==> config.mk <==
export PLATFORM = sky130hd
export DESIGN_NAME = fraction_ratio_reducer_top
export DESIGN_NICKNAME = d
export VERILOG_FILES = /design/src/hw/rtl/frr_pkg.sv /design/src/hw/rtl/fraction_ratio_reducer_top.sv
export SDC_FILE = /design/constraint.sdc
export NUM_CORES = 1
export LEC_CHECK = 0
export BUFFER_PORTS_ARGS = -buffer_cell sky130_fd_sc_hd__buf_2
export CAP_MARGIN = 40
export CORE_UTILIZATION = 40
export DETAILED_ROUTE_END_ITERATION = 12
export GPL_TIMING_DRIVEN = 0
export PLACE_DENSITY = 0.65
export REMOVE_ABC_BUFFERS = 1
export SYNTH_ARGS = -nofsm -noshare
export SYNTH_HDL_FRONTEND = slang
export SYNTH_SLANG_ARGS = --single-unit
==> constraint.sdc <==
create_clock -name clk -period 8.2 [get_ports clk]
set_input_delay 0.82 -clock clk [delete_from_list [all_inputs] [get_ports clk]]
set_output_delay 0.82 -clock clk [all_outputs]
set_load 0.02 [all_outputs]
==> src/hw/rtl/frr_pkg.sv <==
// Package for the fraction ratio reducer.
// Holds the operand and result transaction types shared by the RTL and its checker.
// No dependencies.
package frr_pkg;

  // Fixed width of every value field at the ports
  localparam int unsigned DATA_W = 32;

  typedef struct packed {
    logic [DATA_W-1:0] larger_value;
    logic [DATA_W-1:0] smaller_value;
  } operand_t;

  typedef struct packed {
    logic [DATA_W-1:0] larger_reduced;
    logic [DATA_W-1:0] smaller_reduced;
    logic              both_zero_error;
  } result_t;

endpackage

==> src/hw/rtl/fraction_ratio_reducer_top.sv <==
// Fraction ratio reducer: divides two unsigned terms by their greatest common divisor.
// Binary GCD followed by two restoring divisions on one shared subtractor.
// Depends on frr_pkg.
//
// Usage: pulse start with the operands while busy is low; the transaction is taken on that
// edge and busy stays high until the result appears for exactly one cycle with done high.
// The result cannot be stalled, so it must be captured in the done cycle. A new transaction
// may start in the done cycle. The compare/subtract and division work runs through a single
// (VALUE_WIDTH+2)-bit subtractor that serves the GCD compare/subtract steps and then one
// quotient bit per cycle of each division. With both terms nonzero the work runs as common
// factor-of-two removal, the binary GCD loop (one shift, swap or subtract per cycle), then
// two divisions of VALUE_WIDTH quotient bits each. A zero second term with a nonzero first
// one returns the first term with every factor of two removed and a zero second result.
// When either the first term or both terms are zero the result comes in the cycle after
// start and busy stays low. Both terms zero gives zero results with both_zero_error set.
// Operands are taken modulo 2^VALUE_WIDTH.
module fraction_ratio_reducer_top
  import frr_pkg::*;
#(
  parameter int unsigned VALUE_WIDTH = 32
) (
  input  logic     clk,
  input  logic     rst,
  input  logic     start,
  input  operand_t operands,
  output logic     busy,
  output logic     done,
  output result_t  result
);

  localparam int unsigned W  = VALUE_WIDTH;
  localparam int unsigned CW = $clog2(VALUE_WIDTH);

  typedef enum logic [2:0] {
    IDLE,
    TWOS,
    REDUCE,
    STRIP,
    DIV_A,
    DIV_B
  } state_t;

  state_t          state;
  logic [W-1:0]    u;        // GCD working term, then dividend/quotient
  logic [W-1:0]    v;        // GCD working term, ends as the odd divisor
  logic [W-1:0]    a_s;      // first term without common twos, then first quotient
  logic [W-1:0]    b_s;      // second term without common twos
  logic [W-1:0]    rem;      // division remainder
  logic [CW-1:0]   cnt;      // division bit counter

  logic [W-1:0]    a_in;
  logic [W-1:0]    b_in;
  logic [W:0]      sub_x;
  logic [W:0]      sub_y;
  logic [W+1:0]    diff;
  logic            borrow;
  logic [W:0]      rem_sh;
  logic [W-1:0]    quot_next;
  logic            last_bit;

  // Zero-extend a working value into a port field, or truncate it
  function automatic logic [DATA_W-1:0] to_field(input logic [W-1:0] x);
    logic [W+DATA_W-1:0] t;
    t = {{DATA_W{1'b0}}, x};
    return t[DATA_W-1:0];
  endfunction

  // Port operands reduced to the working width
  always_comb begin
    logic [W+DATA_W-1:0] ta;
    logic [W+DATA_W-1:0] tb;
    ta   = {{W{1'b0}}, operands.larger_value};
    tb   = {{W{1'b0}}, operands.smaller_value};
    a_in = ta[W-1:0];
    b_in = tb[W-1:0];
  end

  // Shared subtractor: GCD compare/subtract or one restoring division step
  assign rem_sh = {rem, u[W-1]};

  always_comb begin
    if (state == DIV_A || state == DIV_B) begin
      sub_x = rem_sh;
    end else begin
      sub_x = {1'b0, u};
    end
    sub_y = {1'b0, v};
  end

  assign diff      = {1'b0, sub_x} - {1'b0, sub_y};
  assign borrow    = diff[W+1];
  assign quot_next = {u[W-2:0], ~borrow};
  assign last_bit  = (cnt == CW'(W - 1));

  assign busy = (state != IDLE);

  // Sequencer, datapath and result register
  always_ff @(posedge clk) begin
    if (rst) begin
      state <= IDLE;
      done  <= 1'b0;
      cnt   <= '0;
    end else begin
      done <= 1'b0;
      unique case (state)
        IDLE: begin
          if (start) begin
            u   <= a_in;
            v   <= b_in;
            a_s <= a_in;
            b_s <= b_in;
            priority if (b_in == '0 && a_in == '0) begin
              result <= '{larger_reduced: '0, smaller_reduced: '0, both_zero_error: 1'b1};
              done   <= 1'b1;
            end else if (b_in == '0) begin
              state <= STRIP;
            end else if (a_in == '0) begin
              result <= '{larger_reduced: '0, smaller_reduced: to_field(W'(1)),
                          both_zero_error: 1'b0};
              done   <= 1'b1;
            end else begin
              state <= TWOS;
            end
          end
        end

        // Remove factors of two common to both terms
        TWOS: begin
          if (!u[0] && !v[0]) begin
            u   <= u >> 1;
            v   <= v >> 1;
            a_s <= a_s >> 1;
            b_s <= b_s >> 1;
          end else begin
            state <= REDUCE;
          end
        end

        // Binary GCD on odd part: one shift, swap or subtract per cycle
        REDUCE: begin
          priority if (!u[0]) begin
            u <= u >> 1;
          end else if (!v[0]) begin
            v <= v >> 1;
          end else if (diff == '0) begin
            u     <= a_s;
            rem   <= '0;
            cnt   <= '0;
            state <= DIV_A;
          end else if (borrow) begin
            u <= v;
            v <= u;
          end else begin
            u <= diff[W-1:0];
          end
        end

        // Second term zero: drop every factor of two from the first
        STRIP: begin
          if (u[0]) begin
            result <= '{larger_reduced: to_field(u), smaller_reduced: '0,
                        both_zero_error: 1'b0};
            done   <= 1'b1;
            state  <= IDLE;
          end else begin
            u <= u >> 1;
          end
        end

        // Restoring division of the first term by the GCD odd part
        DIV_A: begin
          u   <= quot_next;
          rem <= borrow ? rem_sh[W-1:0] : diff[W-1:0];
          cnt <= cnt + 1'b1;
          if (last_bit) begin
            a_s   <= quot_next;
            u     <= b_s;
            rem   <= '0;
            cnt   <= '0;
            state <= DIV_B;
          end
        end

        // Restoring division of the second term
        DIV_B: begin
          u   <= quot_next;
          rem <= borrow ? rem_sh[W-1:0] : diff[W-1:0];
          cnt <= cnt + 1'b1;
          if (last_bit) begin
            result <= '{larger_reduced: to_field(a_s), smaller_reduced: to_field(quot_next),
                        both_zero_error: 1'b0};
            done   <= 1'b1;
            cnt    <= '0;
            state  <= IDLE;
          end
        end

        default: begin
          state <= IDLE;
        end
      endcase
    end
  end

endmodule

==> flow_metrics.py <==
metrics = {
    "worst_setup_path": {
        "worstPathArrival_ps": 7600,
        "r2r_end": "rem[17]$_DFFE_PP_",
        "cp-end-kind": "flip-flop",
        "cpMaxStageDelayCell": "dfxtp_1",
        "max_stage_delay_ps": 890,
        "cp_data_required_time_ps": 8460,
        "start_kind": "flip-flop",
        "critPathMaxFanout": 23,
        "startpoint": "state[2]$_SDFFE_PP0P_",
        "reg2reg_from": "state[2]$_SDFFE_PP0P_",
        "crit_chain": "clkinv_1 -> nor2_4 -> buf_16 -> mux2i_1 -> ha_1 -> nand2b_1 -> a21oi_2 -> o31ai_2 -> xnor2_1 -> nor4_1 -> or4b_1 -> nor4_1 -> and4b_2 -> buf_12 -> nand3_2 -> a21oi_4 -> buf_16",
        "reg2reg_slack_ps": 860,
        "critPathKind": "flip-flop to flip-flop",
        "reg2reg_depth": 17,
    },
    "synth": {
        "synth_top_flop_cell": "edfxtp_1",
        "synthCells": 1514,
        "synth_cell_type_count": 72,
        "ys_seq_area_share_pct": 47.9,
        "synth_edf_count": 225,
        "syn_avg_cell_area_um2": 9.57,
        "syn_area_mm2": 0.0145,
        "yosys_warnings": 0,
        "ys_ff_latch": 234,
        "synthArstFlopShare_pct": 0,
    },
    "global_routing": {
        "grt_start_max_net_pins": 37,
        "gr-total-overflow": 0,
        "grt_usage_pct": 26.2,
        "antenna_found_initial": 0,
        "grt_pass1_wl_mm": 74.7,
        "first_global_vias": 12500,
    },
    "sta": {
        "max_freq_ghz": 0.136,
        "rsz0062_at_grt": "false",
        "drv_slew": 0,
        "clock_skew_ps": 15.2,
        "fin_crit_sh_pct": 89.5,
        "worstMarginPinSlew_ps": 915,
        "fin_hold_ws_ps": 509,
        "min_period_ps": 7340,
        "fin_ws_ps": 861,
        "setup_viol": 0,
        "finalHoldViolCount": 0,
        "max_slew_margin_pct": 39.0,
    },
    "floorplanning": {
        "coreArea_mm2": 0.0356,
        "die_y_um": 192,
        "die_area_mm2": 0.0370,
        "start_util_pct": 40.7,
        "die_w_um": 192,
        "pin_count": 134,
        "std_cell_rows": 69,
    },
    "min_path": {
        "min_path_type": "flip-flop to flip-flop",
        "hold_end": "cnt[4]$_SDFFE_PP0P_",
        "hp-start": "cnt[4]$_SDFFE_PP0P_",
        "holdPathStages": 2,
    },
    "clocking": {
        "cts_setup_buffers": 0,
        "htree_num_levels": 1,
        "clk_latency_ps": 560,
        "cts-buffers-inserted": 28,
        "cts_sinks": 234,
        "cts_resized": 0,
        "clkSlewWorstSetupHoldPaths_ps": 60,
        "cts.path.max_buffers": 3,
        "hold_buffers": 0,
        "cts_tree": "yes",
        "root_buffer": "clkbuf_16",
    },
    "detailed_routing": {
        "routedWlPerCell_um": 23.3,
        "drt-pass1-iter-count": 9,
        "drc_errors": 0,
        "vias": 12900,
        "drt-initial-drc-count": 1549,
        "routed_via_density": 6.21,
        "wl_mm": 48.5,
        "drtAntennaViolNets": 0,
    },
    "power_and_ir_drop": {
        "swShare_pct": 46.8,
        "p_comb_share_pct": 55.4,
        "power.density_mw_per_mm2": 424,
        "seq_power_share_pct": 28.4,
        "leakage_nw": 6.71,
        "power_mw": 7.20,
        "power.internal_mw": 3.82,
        "p_clk_share_pct": 16.2,
        "switching_power_mw": 3.37,
        "vdd_ir_drop_max_v": 0.000286,
    },
    "place": {
        "globalplace.congestion": 0.897,
        "io_buffer_count": 133,
        "dp_hpwl_mm": 35.7,
        "detailedPlace.worstSlack_ps": 978,
    },
    "final_layout": {
        "diodes": 0,
        "fin_util_pct": 47.7,
        "n_fill_cell": 3360,
        "nNetsFinal": 1703,
        "drive_above_1_share_pct": 16.6,
        "area_delta_synth_final_pct": 17.1,
    },
    "job": {
        "max_cap_viol_count": 0,
    },
    "run_status": {
        "outcome": "finished, final reports clean",
    },
}
-- worst max-delay path: cells and delay by family (launching register included) --
| kind | cells | cell delay [ps] |
|---|---|---|
| fa+ha+maj | 1 | 230 |
| mux | 1 | 220 |
| flops | 1 | 890 |
| buf+inv | 4 | 1370 |
| xor+xnor | 1 | 320 |
| simple gates | 7 | 2610 |
| compound gates | 3 | 1380 |
-- state kept, by name, summed over array words and instances (netlist names) --
signal,cells
rem,32
v,32
b_s,32
state,3
a_s,32
done,1
result,65
cnt,5
u,32
-- cell usage in the layout (no fill, tap or decap), drive strengths merged, types with 4 or more instances in the layout --
master and instances:
a211oi 9, a21boi 8, a21o 11, a21oi 82, a221oi 5, a222oi 30, a22o 91, a22oi 32
a311oi 25, a31oi 12, and2 35, and3 11, buf 164, clkbuf 36, clkinv 11, dfxtp 9
edfxtp 225, ha 34, inv 83, mux2 31, nand2 260, nand2b 11, nand3 15, nand3b 10
nand4 13, nand4b 4, nor2 84, nor3 25, nor4 29, o211a 4, o211ai 10, o21a 9
o21ai 108, o21bai 5, o22ai 7, o31ai 6, or2 4, or3 7, xnor2 11, xor2 12
-- synthesized netlist by cell type, types with 4 or more instances --
library cell / count / area, um2
a222oi_1: 30 / 300
xnor2_1: 11 / 96.3
nand4_1: 13 / 81.3
a21boi_0: 6 / 45.0
o31ai_1: 5 / 37.5
nand4b_1: 4 / 35.0
nand3_1: 14 / 70.1
or3_1: 7 / 43.8
a221oi_1: 5 / 43.8
and3_1: 11 / 68.8
o211ai_1: 9 / 67.6
dfxtp_1: 9 / 180
xor2_1: 12 / 105
buf_6: 4 / 45.0
ha_1: 34 / 425
a21oi_1: 81 / 405
a31oi_1: 11 / 68.8
nand2_1: 260 / 976
nor2_1: 84 / 315
inv_1: 82 / 308
nand3b_1: 10 / 75.1
and2_1: 35 / 219
o21bai_1: 5 / 37.5
a22o_1: 91 / 797
a21o_1: 11 / 82.6
nand2b_1: 11 / 68.8
nor4_1: 29 / 181
a22oi_1: 32 / 240
clkbuf_1: 96 / 360
or2_2: 4 / 25.0
a211oi_1: 9 / 67.6
buf_1: 5 / 18.8
nor3_1: 25 / 125
a311oi_1: 25 / 219
mux2_2: 31 / 349
edfxtp_1: 225 / 6760
o21ai_0: 76 / 380
o211a_1: 4 / 40.0
o22ai_1: 7 / 43.8
o21ai_1: 32 / 160
o21a_1: 9 / 67.6
-- stage by stage --
| step | instances | TNS [ps] | area [um2] |
|---|---|---|---|
| after global placement | 2000 | -693070 | 15300 |
| after detailed placement | 2031 | 0 | 16100 |
| after global routing | 2082 | 0 | 17000 |
| after floorplan | 1406 | -42860 | 14000 |
| after CTS | 2081 | 0 | 17000 |
| final | 2082 | 0 | 17000 |
-- kinds of logic (layout without fill, tap and decap cells) --
logic type / count (synthesis) / count (layout) / share of synthesized area (%)
buffers and inverters: 191 / 298 / 5.20
AOI/OAI and AO/OA: 473 / 473 / 23.1
adders and majority gates: 35 / 35 / 3.07
muxes: 33 / 33 / 2.55
xor gates and xnor gates: 23 / 23 / 1.39
and+or+nand+nor: 525 / 525 / 16.8
DFF: 234 / 234 / 47.9
-- layer usage --
metal  global-route usage (%)  vias up  routed length [um]
li1                         -     5904                   -
met1                     36.5     6336               21300
met2                     41.7      597               22200
met3                     4.07       82                3620
met4                     8.15        0                1400
met5                        0        -                   0
-- power groups by stage --
stage	Clock [mW]	Sequential (mW)	Combinational (mW)
floorplan	0	1.94	2.60
global placement	0	2.08	3.66
detailed placement	0	2.05	3.91
CTS	1.17	2.03	3.93
global route	1.23	2.07	4.35
finish	1.17	2.04	3.99
-- how the worst max path moves through the flow --
stage | to | slack, ps | cells after the start
after floorplan | v[10]$_DFFE_PP_ | -1380 | 11
after global placement | v[17]$_DFFE_PP_ | -10280 | 12
after detailed placement | rem[14]$_DFFE_PP_ | 980 | 17
after CTS | rem[14]$_DFFE_PP_ | 970 | 17
after global routing | rem[16]$_DFFE_PP_ | 510 | 17
final | rem[17]$_DFFE_PP_ | 860 | 17
-- area by class of cell --
type / instances / area (um2) / area share (%)
multi-input combinational: 1089 / 6970 / 41.1
sequential: 234 / 6940 / 40.9
timing repair buffer: 165 / 1340 / 7.92
clock inverter: 14 / 75.1 / 0.442
inverter: 83 / 312 / 1.84
clock buffer: 36 / 752 / 4.43
tap: 461 / 577 / 3.40
No activity file was read; power rests on OpenSTA's default activity.
